`src/rtl/hblp_pkg.sv`:
```
// Shared types, codes and defaults of the hex byte list parser.
package hblp_pkg;

    localparam int unsigned COUNT_LIMIT_DEFAULT = 65535;
    localparam int unsigned MAX_BYTES_RESET     = 65535;
    localparam int unsigned QUEUE_DEPTH         = 4;

    // Parser modes
    localparam logic [2:0] MODE_BETWEEN = 3'd0;
    localparam logic [2:0] MODE_ZERO    = 3'd1;
    localparam logic [2:0] MODE_PREFIX  = 3'd2;
    localparam logic [2:0] MODE_ONE     = 3'd3;
    localparam logic [2:0] MODE_NEEDSEP = 3'd4;
    localparam logic [2:0] MODE_ERROR   = 3'd5;

    // Result outcomes
    localparam logic [1:0] OUTCOME_BYTE  = 2'd0;
    localparam logic [1:0] OUTCOME_DONE  = 2'd1;
    localparam logic [1:0] OUTCOME_ERROR = 2'd2;

    // Characters
    localparam logic [7:0] CH_NUL    = 8'h00;
    localparam logic [7:0] CH_TAB    = 8'h09;
    localparam logic [7:0] CH_SPACE  = 8'h20;
    localparam logic [7:0] CH_COMMA  = 8'h2C;
    localparam logic [7:0] CH_ZERO   = 8'h30;
    localparam logic [7:0] CH_NINE   = 8'h39;
    localparam logic [7:0] CH_UP_A   = 8'h41;
    localparam logic [7:0] CH_UP_F   = 8'h46;
    localparam logic [7:0] CH_UP_X   = 8'h58;
    localparam logic [7:0] CH_LOW_A  = 8'h61;
    localparam logic [7:0] CH_LOW_F  = 8'h66;
    localparam logic [7:0] CH_LOW_X  = 8'h78;

    typedef struct packed {
        logic [1:0]  outcome;
        logic [7:0]  byte_value;
        logic [15:0] byte_count;
        logic        final_of_string;
    } result_t;

    typedef struct packed {
        logic [2:0]  mode;
        logic [3:0]  held;
        logic [15:0] count;
    } parse_state_t;

endpackage

```
`src/rtl/hblp_ifs.sv`:
```
// Valid/ready channel interfaces for characters and results.
interface hblp_ch_if;
    logic       valid;
    logic       ready;
    logic [7:0] ch;

    modport source (output valid, output ch, input ready);
    modport sink   (input valid, input ch, output ready);
endinterface

interface hblp_res_if;
    logic        valid;
    logic        ready;
    logic [1:0]  outcome;
    logic [7:0]  byte_value;
    logic [15:0] byte_count;
    logic        final_of_string;

    modport source (output valid, output outcome, output byte_value, output byte_count,
                    output final_of_string, input ready);
    modport sink   (input valid, input outcome, input byte_value, input byte_count,
                    input final_of_string, output ready);
endinterface

```
`src/rtl/hblp_step.sv`:
```
// Per-character parse step: next state and up to two results.
module hblp_step
    import hblp_pkg::*;
(
    input  parse_state_t state,
    input  logic [15:0]  limit,
    input  logic [7:0]   ch,
    output parse_state_t state_next,
    output logic [1:0]   n_res,
    output result_t      res0,
    output result_t      res1
);

    logic       is_dig;
    logic [3:0] dig;
    logic       is_sep;
    logic       is_nul;
    logic       room;
    logic [15:0] count_inc;
    result_t    err_res;
    result_t    done_res;

    always_comb
    begin
        is_dig = 1'b1;
        dig    = 4'd0;
        priority if (ch >= CH_ZERO && ch <= CH_NINE)
        begin
            dig = 4'(ch - CH_ZERO);
        end
        else if (ch >= CH_LOW_A && ch <= CH_LOW_F)
        begin
            dig = 4'(ch - CH_LOW_A + 8'd10);
        end
        else if (ch >= CH_UP_A && ch <= CH_UP_F)
        begin
            dig = 4'(ch - CH_UP_A + 8'd10);
        end
        else
        begin
            is_dig = 1'b0;
        end
    end

    assign is_sep    = (ch == CH_SPACE) || (ch == CH_TAB) || (ch == CH_COMMA);
    assign is_nul    = (ch == CH_NUL);
    assign room      = (state.count < limit);
    assign count_inc = state.count + 16'd1;

    always_comb
    begin
        err_res  = '{outcome: OUTCOME_ERROR, byte_value: 8'd0,
                     byte_count: state.count, final_of_string: 1'b1};
        done_res = '{outcome: OUTCOME_DONE, byte_value: 8'd0,
                     byte_count: state.count, final_of_string: 1'b1};
    end

    always_comb
    begin
        state_next = state;
        n_res      = 2'd0;
        res0       = err_res;
        res1       = err_res;

        unique case (state.mode)
            MODE_ERROR:
            begin
                if (is_nul)
                begin
                    state_next = '{mode: MODE_BETWEEN, held: 4'd0, count: 16'd0};
                end
            end
            MODE_PREFIX:
            begin
                if (is_dig)
                begin
                    state_next.mode = MODE_ONE;
                    state_next.held = dig;
                end
                else
                begin
                    n_res      = 2'd1;
                    state_next = is_nul ? '{mode: MODE_BETWEEN, held: 4'd0, count: 16'd0}
                                        : '{mode: MODE_ERROR, held: 4'd0, count: state.count};
                end
            end
            MODE_ZERO, MODE_ONE:
            begin
                if (state.mode == MODE_ZERO && (ch == CH_LOW_X || ch == CH_UP_X))
                begin
                    state_next.mode = MODE_PREFIX;
                end
                else if (!room)
                begin
                    // Byte would pass the limit: error instead
                    n_res      = 2'd1;
                    state_next = is_nul ? '{mode: MODE_BETWEEN, held: 4'd0, count: 16'd0}
                                        : '{mode: MODE_ERROR, held: 4'd0, count: state.count};
                end
                else if (is_dig)
                begin
                    n_res      = 2'd1;
                    res0       = '{outcome: OUTCOME_BYTE, byte_value: {state.held, dig},
                                   byte_count: count_inc, final_of_string: 1'b0};
                    state_next = '{mode: MODE_NEEDSEP, held: 4'd0, count: count_inc};
                end
                else
                begin
                    // One-digit byte closed by the current character
                    n_res = 2'd1;
                    res0  = '{outcome: OUTCOME_BYTE, byte_value: {4'd0, state.held},
                              byte_count: count_inc, final_of_string: 1'b0};
                    res1  = '{outcome: OUTCOME_ERROR, byte_value: 8'd0,
                              byte_count: count_inc, final_of_string: 1'b1};
                    if (is_nul)
                    begin
                        n_res          = 2'd2;
                        res1.outcome   = OUTCOME_DONE;
                        state_next     = '{mode: MODE_BETWEEN, held: 4'd0, count: 16'd0};
                    end
                    else if (is_sep)
                    begin
                        state_next = '{mode: MODE_BETWEEN, held: 4'd0, count: count_inc};
                    end
                    else
                    begin
                        n_res      = 2'd2;
                        state_next = '{mode: MODE_ERROR, held: 4'd0, count: count_inc};
                    end
                end
            end
            MODE_NEEDSEP:
            begin
                if (is_nul)
                begin
                    n_res      = 2'd1;
                    res0       = done_res;
                    state_next = '{mode: MODE_BETWEEN, held: 4'd0, count: 16'd0};
                end
                else if (is_sep)
                begin
                    state_next.mode = MODE_BETWEEN;
                end
                else
                begin
                    n_res      = 2'd1;
                    state_next = '{mode: MODE_ERROR, held: 4'd0, count: state.count};
                end
            end
            default:
            begin
                // Between tokens; unused codes land here too
                state_next.mode = MODE_BETWEEN;
                if (is_nul)
                begin
                    n_res      = 2'd1;
                    res0       = done_res;
                    state_next = '{mode: MODE_BETWEEN, held: 4'd0, count: 16'd0};
                end
                else if (is_sep)
                begin
                    state_next.mode = MODE_BETWEEN;
                end
                else if (is_dig)
                begin
                    state_next.mode = (ch == CH_ZERO) ? MODE_ZERO : MODE_ONE;
                    state_next.held = dig;
                end
                else
                begin
                    n_res      = 2'd1;
                    state_next = '{mode: MODE_ERROR, held: 4'd0, count: state.count};
                end
            end
        endcase
    end

endmodule

```
`src/rtl/hblp_queue.sv`:
```
// Small result queue: takes up to two results a cycle, releases one.
module hblp_queue
    import hblp_pkg::*;
#(
    parameter int unsigned DEPTH = QUEUE_DEPTH
)
(
    input  logic              clk,
    input  logic              rst_n,
    input  logic [1:0]        push_n,
    input  result_t           push0,
    input  result_t           push1,
    output logic              room2,
    hblp_res_if.source        res_out
);

    localparam int unsigned AW = (DEPTH > 1) ? $clog2(DEPTH) : 1;
    localparam int unsigned CW = $clog2(DEPTH + 1);

    result_t         mem_reg [DEPTH];
    logic [AW-1:0]   wr_reg, wr_next;
    logic [AW-1:0]   rd_reg, rd_next;
    logic [CW-1:0]   cnt_reg, cnt_next;
    logic [AW-1:0]   wr_plus1;
    logic            pop;

    function automatic logic [AW-1:0] wrap_inc(input logic [AW-1:0] p);
        logic [AW-1:0] r;
        r = (p == AW'(DEPTH - 1)) ? '0 : p + AW'(1);
        return r;
    endfunction

    assign pop      = res_out.valid && res_out.ready;
    assign wr_plus1 = wrap_inc(wr_reg);
    assign room2    = (cnt_reg <= CW'(DEPTH - 2));

    always_comb
    begin
        wr_next  = wr_reg;
        rd_next  = pop ? wrap_inc(rd_reg) : rd_reg;
        cnt_next = cnt_reg + CW'(push_n) - CW'(pop);
        unique case (push_n)
            2'd1:    wr_next = wr_plus1;
            2'd2:    wr_next = wrap_inc(wr_plus1);
            default: wr_next = wr_reg;
        endcase
    end

    always_ff @(posedge clk or negedge rst_n)
    begin
        if (!rst_n)
        begin
            wr_reg  <= '0;
            rd_reg  <= '0;
            cnt_reg <= '0;
        end
        else
        begin
            wr_reg  <= wr_next;
            rd_reg  <= rd_next;
            cnt_reg <= cnt_next;
        end
    end

    always_ff @(posedge clk)
    begin
        if (push_n != 2'd0)
        begin
            mem_reg[wr_reg] <= push0;
        end
        if (push_n == 2'd2)
        begin
            mem_reg[wr_plus1] <= push1;
        end
    end

    assign res_out.valid           = (cnt_reg != '0);
    assign res_out.outcome         = mem_reg[rd_reg].outcome;
    assign res_out.byte_value      = mem_reg[rd_reg].byte_value;
    assign res_out.byte_count      = mem_reg[rd_reg].byte_count;
    assign res_out.final_of_string = mem_reg[rd_reg].final_of_string;

endmodule

```
`src/rtl/hex_byte_list_parser.sv`:
```
// Top level of the streaming hex byte list parser.
//
// Characters arrive on ch_in, one per transaction; a NUL (0) ends a string.
// Results leave on res_out, one per transaction: a parsed byte, a done
// marker with the byte count, or a single error marker. A consumer must
// discard the bytes of a string that ends in error.
// cfg_we/cfg_wdata write max_bytes; write only while the block is idle.
// The limit in force is the smaller of max_bytes and COUNT_LIMIT.
//
// An accepted character is held in the input stage and parsed there once
// the result queue has room for two results; its results are written into
// the queue, which offers them on res_out. Throughput: one character per
// cycle while the queue has that room. A character that closes a one-digit
// token together with a NUL or a bad character yields two results, which
// res_out releases one per transaction; the four-entry queue absorbs them.
// Reset clears the parser to "between tokens", the byte count to zero, the
// limit to its default, and empties the input stage and the result queue.
// A stalled receiver fills the queue; the parse stage then holds its
// character and ch_in.ready drops until room for two results opens.
module hex_byte_list_parser
    import hblp_pkg::*;
#(
    parameter int unsigned COUNT_LIMIT = COUNT_LIMIT_DEFAULT
)
(
    input  logic         clk,
    input  logic         rst_n,
    input  logic         cfg_we,
    input  logic [15:0]  cfg_wdata,
    hblp_ch_if.sink      ch_in,
    hblp_res_if.source   res_out
);

    localparam logic [15:0] LIMIT_CAP = 16'(COUNT_LIMIT);
    localparam logic [15:0] LIMIT_RST =
        (16'(MAX_BYTES_RESET) < LIMIT_CAP) ? 16'(MAX_BYTES_RESET) : LIMIT_CAP;

    // Input stage
    logic [7:0]   ch_reg;
    logic         full_reg, full_next;

    // Parser state and limit in force
    parse_state_t state_reg;
    parse_state_t state_next;
    logic [15:0]  limit_reg;

    logic         room2;
    logic         step_go;
    logic         take;
    logic [1:0]   n_res;
    logic [1:0]   push_n;
    result_t      res0;
    result_t      res1;

    // Parse the held character once the queue can absorb its worst case
    assign step_go     = full_reg && room2;
    assign ch_in.ready = !full_reg || step_go;
    assign take        = ch_in.valid && ch_in.ready;
    assign push_n      = step_go ? n_res : 2'd0;

    always_comb
    begin
        priority if (take)
        begin
            full_next = 1'b1;
        end
        else if (step_go)
        begin
            full_next = 1'b0;
        end
        else
        begin
            full_next = full_reg;
        end
    end

    always_ff @(posedge clk or negedge rst_n)
    begin
        if (!rst_n)
        begin
            full_reg  <= 1'b0;
            state_reg <= '{mode: MODE_BETWEEN, held: 4'd0, count: 16'd0};
            limit_reg <= LIMIT_RST;
        end
        else
        begin
            full_reg <= full_next;
            if (step_go)
            begin
                state_reg <= state_next;
            end
            // Clamp the written limit to the build-time cap
            if (cfg_we)
            begin
                limit_reg <= (cfg_wdata < LIMIT_CAP) ? cfg_wdata : LIMIT_CAP;
            end
        end
    end

    always_ff @(posedge clk)
    begin
        if (take)
        begin
            ch_reg <= ch_in.ch;
        end
    end

    hblp_step u_step (
        .state      (state_reg),
        .limit      (limit_reg),
        .ch         (ch_reg),
        .state_next (state_next),
        .n_res      (n_res),
        .res0       (res0),
        .res1       (res1)
    );

    hblp_queue #(
        .DEPTH (QUEUE_DEPTH)
    ) u_queue (
        .clk     (clk),
        .rst_n   (rst_n),
        .push_n  (push_n),
        .push0   (res0),
        .push1   (res1),
        .room2   (room2),
        .res_out (res_out)
    );

endmodule

```
`src/flat_wrapper.sv`:
```
// flat-port wrapper written by rule: the top's interface ports become plain ports
module hex_byte_list_parser_flat import hblp_pkg::*;
#(
    parameter int unsigned COUNT_LIMIT = COUNT_LIMIT_DEFAULT
)
  (clk, rst_n, cfg_we, cfg_wdata, ch_in_valid, ch_in_ch, ch_in_ready, res_out_valid, res_out_outcome, res_out_byte_value, res_out_byte_count, res_out_final_of_string, res_out_ready);
  hblp_ch_if ch_in_i ();
  hblp_res_if res_out_i ();
  input  logic clk;
  input  logic rst_n;
  input  logic cfg_we;
  input  logic [15:0] cfg_wdata;
  input wire logic [$bits(ch_in_i.valid)-1:0] ch_in_valid;
  input wire logic [$bits(ch_in_i.ch)-1:0] ch_in_ch;
  output wire logic [$bits(ch_in_i.ready)-1:0] ch_in_ready;
  output wire logic [$bits(res_out_i.valid)-1:0] res_out_valid;
  output wire logic [$bits(res_out_i.outcome)-1:0] res_out_outcome;
  output wire logic [$bits(res_out_i.byte_value)-1:0] res_out_byte_value;
  output wire logic [$bits(res_out_i.byte_count)-1:0] res_out_byte_count;
  output wire logic [$bits(res_out_i.final_of_string)-1:0] res_out_final_of_string;
  input wire logic [$bits(res_out_i.ready)-1:0] res_out_ready;
  assign ch_in_i.valid = ch_in_valid;
  assign ch_in_i.ch = ch_in_ch;
  assign ch_in_ready = ch_in_i.ready;
  assign res_out_valid = res_out_i.valid;
  assign res_out_outcome = res_out_i.outcome;
  assign res_out_byte_value = res_out_i.byte_value;
  assign res_out_byte_count = res_out_i.byte_count;
  assign res_out_final_of_string = res_out_i.final_of_string;
  assign res_out_i.ready = res_out_ready;
  hex_byte_list_parser #(.COUNT_LIMIT(COUNT_LIMIT)) u_core (.clk(clk), .rst_n(rst_n), .cfg_we(cfg_we), .cfg_wdata(cfg_wdata), .ch_in(ch_in_i), .res_out(res_out_i));
endmodule
```
`config.mk`:
```
export PLATFORM = sky130hd
export DESIGN_NAME = hex_byte_list_parser_flat
export DESIGN_NICKNAME = d
export VERILOG_FILES = /design/src/rtl/hblp_pkg.sv /design/src/rtl/hblp_ifs.sv /design/src/rtl/hblp_step.sv /design/src/rtl/hblp_queue.sv /design/src/rtl/hex_byte_list_parser.sv /design/src/flat_wrapper.sv
export SDC_FILE = /design/constraint.sdc
export NUM_CORES = 1
export LEC_CHECK = 0
export BUFFER_PORTS_ARGS = -buffer_cell sky130_fd_sc_hd__buf_2
export CAP_MARGIN = 40
export CORE_ASPECT_RATIO = 1.75
export CORE_MARGIN = 2
export CORE_UTILIZATION = 55
export CTS_BUF_LIST = sky130_fd_sc_hd__clkbuf_4 sky130_fd_sc_hd__clkbuf_8
export CTS_CLUSTER_DIAMETER = 150
export DETAILED_ROUTE_END_ITERATION = 16
export HOLD_SLACK_MARGIN = 0.12
export PLACE_DENSITY = 0.76
export SLEW_MARGIN = 5
export SYNTH_ARGS = -nofsm -noshare
export SYNTH_HDL_FRONTEND = slang
export SYNTH_SLANG_ARGS = --single-unit
```
`constraint.sdc`:
```
create_clock -name clk -period 4.8 [get_ports clk]
set_input_delay 0.24 -clock clk [delete_from_list [all_inputs] [get_ports clk]]
set_output_delay 0.24 -clock clk [all_outputs]
set_load 0.01 [all_outputs]
```
======== Word-level counts from Yosys, hierarchy flattened ========
Memories as Yosys holds them, arrays and structs flattened.
Index checks and enable logic that the tools add are counted.
cells by class
  magnitude comparators ................... 9
  $add $sub $neg .......................... 11
  mux-type cells .......................... 58
  reductions and logical operators ........ 23
  equal/unequal tests ..................... 22
operators by type and width
  operator                                                                count
  27-bit two-way mux                                                      7
  23-bit two-way mux                                                      8
  23-bit one-hot mux with 4 select lines                                  1
  20-bit two-way mux                                                      3
  27-bit one-hot mux with 2 select lines                                  1
  16-bit two-way mux                                                      2
  25-bit two-way mux                                                      1
  8-bit by 6-bit == test with 1-bit output (second input constant)        3
  2-bit two-way mux                                                       11
  16-bit by 1-bit adder with 16-bit output (second input constant)        1
  8-bit by 7-bit == test with 1-bit output (second input constant)        2
  8-bit by 7-bit >= comparator with 1-bit output (second input constant)  2
  8-bit by 7-bit <= comparator with 1-bit output (second input constant)  2
  16-bit < comparator                                                     1
  16-bit < comparator (second input constant)                             1
  1-bit two-way mux                                                       14
  7-bit two-way mux                                                       2
  4-bit two-way mux                                                       3
  4-bit by 1-bit subtractor with 4-bit output (second input constant)     3
  3-bit two-way mux                                                       3
  4-bit adder (second input constant)                                     2
  2-bit == test (second input constant)                                   4
  8-bit by 4-bit == test with 1-bit output (second input constant)        1
  8-bit by 6-bit >= comparator with 1-bit output (second input constant)  1
  other kinds (24)                                                        44
storage, ports and cells
  register bits after elaboration ......... 55
  input bits .............................. 29
  word-level logic and storage cells ...... 133
  memory bits (writable) .................. 108
  output and inout bits ................... 29
  memories ................................ 1
memory list
  name                    depth  width  rd ports  clocked after Yosys merged registers in  write ports  RTL line          RTL
  u_core.u_queue.mem_reg  4      27     1         0                                        2            hblp_queue.sv:20  result_t mem_reg [DEPTH];

======== Logic depth before layout (Yosys ltp) ========
Gate-level depths: netlist of the first run.
  word-level depth ........................ 13
  depth in mapped cells ................... 19
  gate-level depth less buffers ........... 14

======== Cells and area by module ========
A second synthesis of the first run with hierarchy kept.
second synthesis, totals
  cell total of the unflattened synthesis .. 747
  area total of the unflattened synthesis .. 9813.2 µm²
modules (own cells, without submodules)
  module                area each (µm²)  sequential area each (µm²)  cells an instance  instances
  hblp_queue            5873.1           3418.3                      318                1
  hblp_step             2065.7           0.0                         332                1
  hex_byte_list_parser  1874.3           1261.2                      97                 1

======== Worst setup path before layout of the first run ========
OpenSTA, ideal clock, no wires.
  kind .................................... flip-flop to flip-flop
  start ................................... register u_core.limit_reg[15]
  end ..................................... memory u_core.u_queue.mem_reg[3][10] in the netlist's numbering (enable)
  arrival ................................. 4.617 ns
  period minus slack after synthesis ...... 4.990 ns
  stages on the path, launching flop included .. 19
  buffers on the path ..................... 5
  data required time ...................... 4.427 ns
  path slack .............................. -0.190 ns
  setup time .............................. 0.373 ns
  path through ............................ dfstp_2 -> inv_1 -> ha_1 -> nand4_1 -> or4_1 -> o31ai_2 -> nor3_2 -> buf_2 -> buf_2 -> nand3_1 -> inv_1 -> ha_1 -> clkbuf_1 -> and2_1 -> clkbuf_1 -> nor3b_1 -> nor2_1 -> clkbuf_1 -> inv_1
RTL lines
  what                    RTL line                    RTL
  from (decl)             hex_byte_list_parser.sv:45  logic [15:0] limit_reg;
  from (signal assigned)  hex_byte_list_parser.sv:95  limit_reg <= (cfg_wdata < LIMIT_CAP) ? cfg_wdata : LIMIT_CAP;
  to (decl)               hblp_queue.sv:20

==> results_dict.tcl, run 1 <==
set metrics [dict create \
    coreArea_um2 16450 \
    synth.avg_cell_area_um2 9.983 \
    stdcell_count 1244 \
    antenna_left 0 \
    worst_pin_slew_ns 0.7257 \
    grt_pass1_vias 7538 \
    area_growth_pct 13.88 \
    clk_pin_slew_ns 0.10 \
    grt-ovfl-total 0 \
    pin_count 58 \
    startpoint_type "flop" \
    rsz0062_at_grt "false" \
    synth_commonest_cells "105 x nand2_1, 80 x edfxtp_1, 80 x o21ai_0" \
    synth_seq_cells 163 \
    drive_gt1_share_pct 19.22 \
    worst-setup-path-type "flop to flop" \
    r2r_cells 12 \
    power_density_nw_per_um2 463.0 \
    slew_viol_final 0 \
    first_pass_iters 6 \
    peakVddDrop_mv 0.3329 \
    start_util_pct 56.39 \
    async_reset_ff_share_pct 28.83 \
    synth_top_area_share_pct 25.90 \
    clock_latency_ns 0.48 \
    num_vias 7795 \
    crit_required_ns 5.08 \
    wl_met3_um 1053 \
    worst_setup_path_end_kind "flop" \
    dieArea_um2 17960 \
    period_needed_ns 4.448 \
    fp-row-count 62 \
    wl_per_cell_um 19.84 \
    antenna_cells 0 \
    ys_types 77 \
    relSlewSlack_pct 51.62 \
    critPathMaxFanout 14 \
    power_leakage_nw 4.025 \
    p_total_mw 4.890 \
    routed.top_layer "met4" \
    muxShareOfSynthArea_pct 7.137 \
    synthCells 929 \
    wl_met1_um 8780 \
    synth-xor-area-share_pct 0.5666 \
    synthAdderAreaFrac_pct 4.668 \
    die_h_um 175.8 \
    placed_area_um2 9931 \
    setup_tns_ns 0 \
    synth_most_common_cell "nand2_1" \
    htreeDepth 4 \
    post-cts-setup-buffer-count 0 \
    fin_area_um2 10560 \
    status "completed" \
    via_per_inst 6.266 \
    fin_ws_ns 0.3522 \
    cts_sinks 163 \
    numCtsBuffers 17 \
    antenna_found_initial 0 \
    setup_viol_count_final 0 \
    hold_viol 0 \
    syn-num-nets 992 \
    cts_resized 0 \
    finalCritPeriodShare_pct 92.66 \
    dp_hpwl_um 17450 \
    gp_congestion 0.8953 \
    maxCapViolCount 0 \
    nNetsFinal 1070 \
    yosysTopAreaCell "edfxtp_1" \
    ys.flop_type "edfxtp_1" \
    placed_cells 1186 \
    ys_seq_area_share_pct 46.57 \
    fmax_mhz 224.8 \
    wl_um 24690 \
    synth_edf_count 80 \
    grt_usage_pct 28.72 \
    die_x_um 102.2 \
    yosysWarnings 0 \
    place_ws_ns 0.3387 \
    yosys.area_share.simple_pct 18.08 \
    cts_tree "yes" \
    syn_area_um2 9274 \
    grt_max_degree 48 \
    grt_pass1_wl_um 39240 \
    largest_register_ffs 108 \
    cts_buffer_depth 2 \
    synthTopCellsByArea "edfxtp_1 26%, dfrtp_1 8.4%, dfxtp_1 7.8%" \
    clockRootBuffer "clkbuf_8" \
    route.detailed.drc 0 \
    io_buffer_count 57 \
    min_path_cells 3 \
    arrival_ns 4.73 \
    synth_compound_area_share_pct 18.39 \
    hp-class "primary input to flop" \
    clock_skew_ns 0.01602 \
    synth_top_family_by_area "compound AO/OA/AOI/OAI gates" \
    wl_met2_um 13460 \
    drtIter0Drc 524 \
]
layout by cell type, fill, tap and decap left out, drive strengths merged, types with 27 or more instances in the layout:
cell,synthesis,final
dfxtp,36,36
mux4,27,27
dfrtp,31,31
inv,38,42
buf,12,102
nor2,49,49
o21ai,81,81
a21oi,73,73
nand3,42,42
edfxtp,80,80
ha,33,33
nand2,105,105
path summary, 6_finish.rpt:
kind | end | startpoint | slack, ns
max reg2reg | u_core.u_queue.mem_reg[3][10] | u_core.state_reg[13] | 0.35
min | u_core.u_queue.rd_reg[0] | res_out_ready | 0.14
min reg2reg | u_core.u_queue.mem_reg[1][22] | u_core.u_queue.mem_reg[1][22] | 0.46
min in group asynchronous | u_core.state_reg[21] | rst_n | 0.44
max | u_core.u_queue.mem_reg[3][10] | u_core.state_reg[13] | 0.35
max in group asynchronous | u_core.u_queue.rd_reg[0] | rst_n | 3.90
timing repair:
| item | 4_1_cts | 5_1_grt |
|---|---|---|
| endpoints found under the hold margin | 56 | 0 |
| endpoints found under the setup margin | 0 | 1 |
| hold buffers | 26 | 0 |
stage by stage:
| step | hold WS [ns] | util, % |
|---|---|---|
| floorplan | -0.05559 | - |
| global placement | 0.3864 | 60.22 |
| detailed placement | 0.3854 | 60.39 |
| CTS | 0.1454 | 64.22 |
| global route | 0.1626 | 64.22 |
| finish | 0.1359 | 64.22 |
area by class of cell:
class,count,area [µm²]
fill,1378,5884
multi-input combinational,659,4541
sequential,163,4320
timing repair buffer,128,903.4
tap,224,280.3
clock buffer,18,241.5
inverter,38,146.4
clock inverter,14,128.9
routing by layer:
layer	up-vias	GRT usage [%]
li1	3633	-
met3	92	3.860
met5	-	0
met4	0	16.94
met2	326	51.89
met1	3744	31.05
logic make-up after synthesis:
| group | Yosys count |
|---|---|
| xor+xnor | 6 |
| mux | 32 |
| flops | 163 |
| compound gates | 260 |
| simple gates | 327 |
| fa+ha+maj | 34 |
| buf+inv | 107 |
worst max-delay path, cell delays in order (launching register included):
cell and delay [ns]:
dfrtp_1 0.54, ha_1 0.37, nand4_1 0.16, or4_1 0.59, o31ai_2 0.27, nor3_1 0.14, a21oi_1 0.16, o21ai_0 0.17
ha_1 0.34, nand3b_1 0.27, a2111oi_4 0.69, a21oi_1 0.16, a311oi_1 0.36
where the power goes:
group,internal [mW],total (mW),switching [mW]
logic,0.795,2.00,1.20
clock network,0.420,0.970,0.551
registers,1.73,1.92,0.187
total,2.95,4.89,1.94
(Power assumes the default switching activity.)
==> run 2: changes to the inputs <==
--- a/config.mk
+++ b/config.mk
@@ -14,7 +14,7 @@
 export CTS_CLUSTER_DIAMETER = 150
 export DETAILED_ROUTE_END_ITERATION = 16
 export HOLD_SLACK_MARGIN = 0.12
-export PLACE_DENSITY = 0.76
+export PLACE_DENSITY = 0.73
 export SLEW_MARGIN = 5
 export SYNTH_ARGS = -nofsm -noshare
 export SYNTH_HDL_FRONTEND = slang
==> constraint.sdc (replaced) <==
create_clock -name clk -period 5.15 [get_ports clk]
set_input_delay 0.2575 -clock clk [delete_from_list [all_inputs] [get_ports clk]]
set_output_delay 0.2575 -clock clk [all_outputs]
set_load 0.01 [all_outputs]
==> run 2 against run 1 <==
Against the previous run: core utilization down 0.29 points; global-route usage grew 1.2 points; clock skew is 0.0040 ns higher; routed wire length rose by 3.7%; cell count shrank 0.24%; worst hold slack better by 0.044 ns; design area fell by 0.45%; via count down 0.41%; sequential power fell by 6%; die area unchanged; setup slack improved by 0.00096 ns; critical path type unchanged; critical endpoint is now u_core.u_queue.mem_reg[3][11]; largest power group unchanged.
==> results_dict.tcl, run 2 (synthesis results as in run 1) <==
set metrics [dict create \
    status "completed" \
    post-cts-setup-buffer-count 0 \
    grt_pass1_vias 7575 \
    setup_viol_count_final 0 \
    cts_resized 0 \
    p_seq_share_pct 39.7 \
    grt_max_degree 48 \
    setup_tns_ns 0 \
    die_h_um 175.8 \
    worst_setup_path_end_kind "flop" \
    relSlewSlack_pct 52.07 \
    num_vias 7763 \
    reg2reg_slack_ns 0.35 \
    largest_register_ffs 108 \
    p_int_mw 2.733 \
    cts_sinks 163 \
    antenna_left 0 \
    fin_area_um2 10510 \
    die_x_um 102.2 \
    startpoint_type "flop" \
    stdcell_count 1241 \
    final_core_util_pct 63.93 \
    switching_share_pct 40.12 \
    io_buffer_count 57 \
    worst-setup-path-type "flop to flop" \
    pin_count 58 \
    htreeDepth 4 \
    power_density_nw_per_um2 434.1 \
    mostFrequentLayoutCell "nand2_1" \
    cts_tree "yes" \
    hp-class "primary input to flop" \
    period_needed_ns 4.797 \
    peakVddDrop_mv 0.2896 \
    finalCritPeriodShare_pct 93.14 \
    via_per_inst 6.255 \
    antenna_found_initial 0 \
    power_frac_comb_pct 40.1 \
    maxCapViolCount 0 \
    grt_pass1_wl_um 40330 \
    dieArea_um2 17960 \
    fmax_mhz 208.5 \
    start_util_pct 56.39 \
    arrival_ns 5.00 \
    drtIter0Drc 586 \
    hold_viol 0 \
    fp-row-count 62 \
    clockRootBuffer "clkbuf_8" \
    nNetsFinal 1066 \
    grt_usage_pct 29.90 \
    wl_per_cell_um 20.63 \
    drive_gt1_share_pct 18.80 \
    p_total_mw 4.564 \
    layout_common_cells "105 x nand2_1, 80 x o21ai_0, 80 x edfxtp_1" \
    gp_congestion 0.9339 \
    clkPwrFrac_pct 20.1 \
    coreArea_um2 16450 \
    p_switching_mw 1.831 \
    clk_pin_slew_ns 0.10 \
    grt-ovfl-total 0 \
    first_pass_iters 5 \
    worst_pin_slew_ns 0.7190 \
    clock_latency_ns 0.49 \
    wl_um 25600 \
    numCtsBuffers 17 \
    critPathMaxFanout 15 \
    placed_cells 1182 \
    dp_hpwl_um 17990 \
    area_growth_pct 13.37 \
    placed_area_um2 9872 \
    route.detailed.drc 0 \
    slew_viol_final 0 \
    power_leakage_nw 4.024 \
    cts_buffer_depth 2 \
    rsz0062_at_grt "false" \
    clock_skew_ns 0.01998 \
    crit_required_ns 5.36 \
]
run 2: cell types whose count changed in the layout (fill, tap and decap cells not counted), moves of 2 or more:
cell	previous run	this run
clkinv_4	1	3
buf_4	44	41
inv_8	0	2
clkinvlp_4	6	1
clkinv_2	0	2
run 2: layout make-up:
| type | instances | area (µm²) |
|---|---|---|
| inverter | 38 | 142.6 |
| fill | 1397 | 5932 |
| antenna | 1 | 2.502 |
| multi-input combinational | 659 | 4536 |
| clock inverter | 15 | 145.1 |
| timing repair buffer | 124 | 853.3 |
| clock buffer | 17 | 234.0 |
| sequential | 163 | 4320 |
| tap | 224 | 280.3 |
run 2: path summary, 6_finish.rpt:
check,endpoint,from,cells after the start
setup reg to reg,u_core.u_queue.mem_reg[3][11],u_core.state_reg[13],15
max in group asynchronous,u_core.u_queue.rd_reg[0],rst_n,3
setup / recovery,u_core.u_queue.mem_reg[3][11],u_core.state_reg[13],15
hold / removal,u_core.u_queue.rd_reg[0],res_out_ready,3
min in group asynchronous,u_core.full_reg,rst_n,3
hold reg to reg,u_core.u_queue.mem_reg[2][21],u_core.u_queue.mem_reg[2][21],2
run 2: power groups by stage:
stage               clock network [mW]  logic, mW  registers (mW)
CTS                              0.931       1.82            1.81
finish                           0.919       1.83            1.81
global placement                     0       1.79            1.83
detailed placement                   0       1.80            1.84
global route                     0.973       2.01            1.84
floorplan                            0       1.30            1.72
run 2: per-layer routing:
layer,track usage (%),vias up,wire length [µm]
li1,-,3626,-
met1,32.69,3751,9123
met2,52.93,298,13790
met3,4.337,88,1076
met4,18.67,0,1613
met5,0,-,0
run 2: worst max-delay path, stage by stage, from the launching register on:
cell and delay, ns:
dfrtp_1 0.58, ha_1 0.39, nand4_1 0.17, or4_1 0.62
o31ai_2 0.20, buf_4 0.20, nor3_1 0.11, a21oi_1 0.17
o21ai_0 0.18, ha_1 0.36, nand2_1 0.13, nand3b_1 0.16
a2111oi_4 0.37, buf_4 0.27, a21oi_1 0.09, a311oi_1 0.50
run 2: timing repair:
action	CTS	global route
endpoints found under the hold margin	56	0
setup endpoints to repair	0	0
hold buffers	26	0
run 2: through the flow:
stage | setup WS [ns] | hold slack [ns]
6_report | 0.3532 | 0.1795
5_1_grt | 0.2543 | 0.2159
4_1_cts | 0.4426 | 0.1761
3_5_place_dp | 0.5167 | 0.4047
3_3_place_gp | 0.5236 | 0.3952
2_1_floorplan | 0.1605 | -0.03809
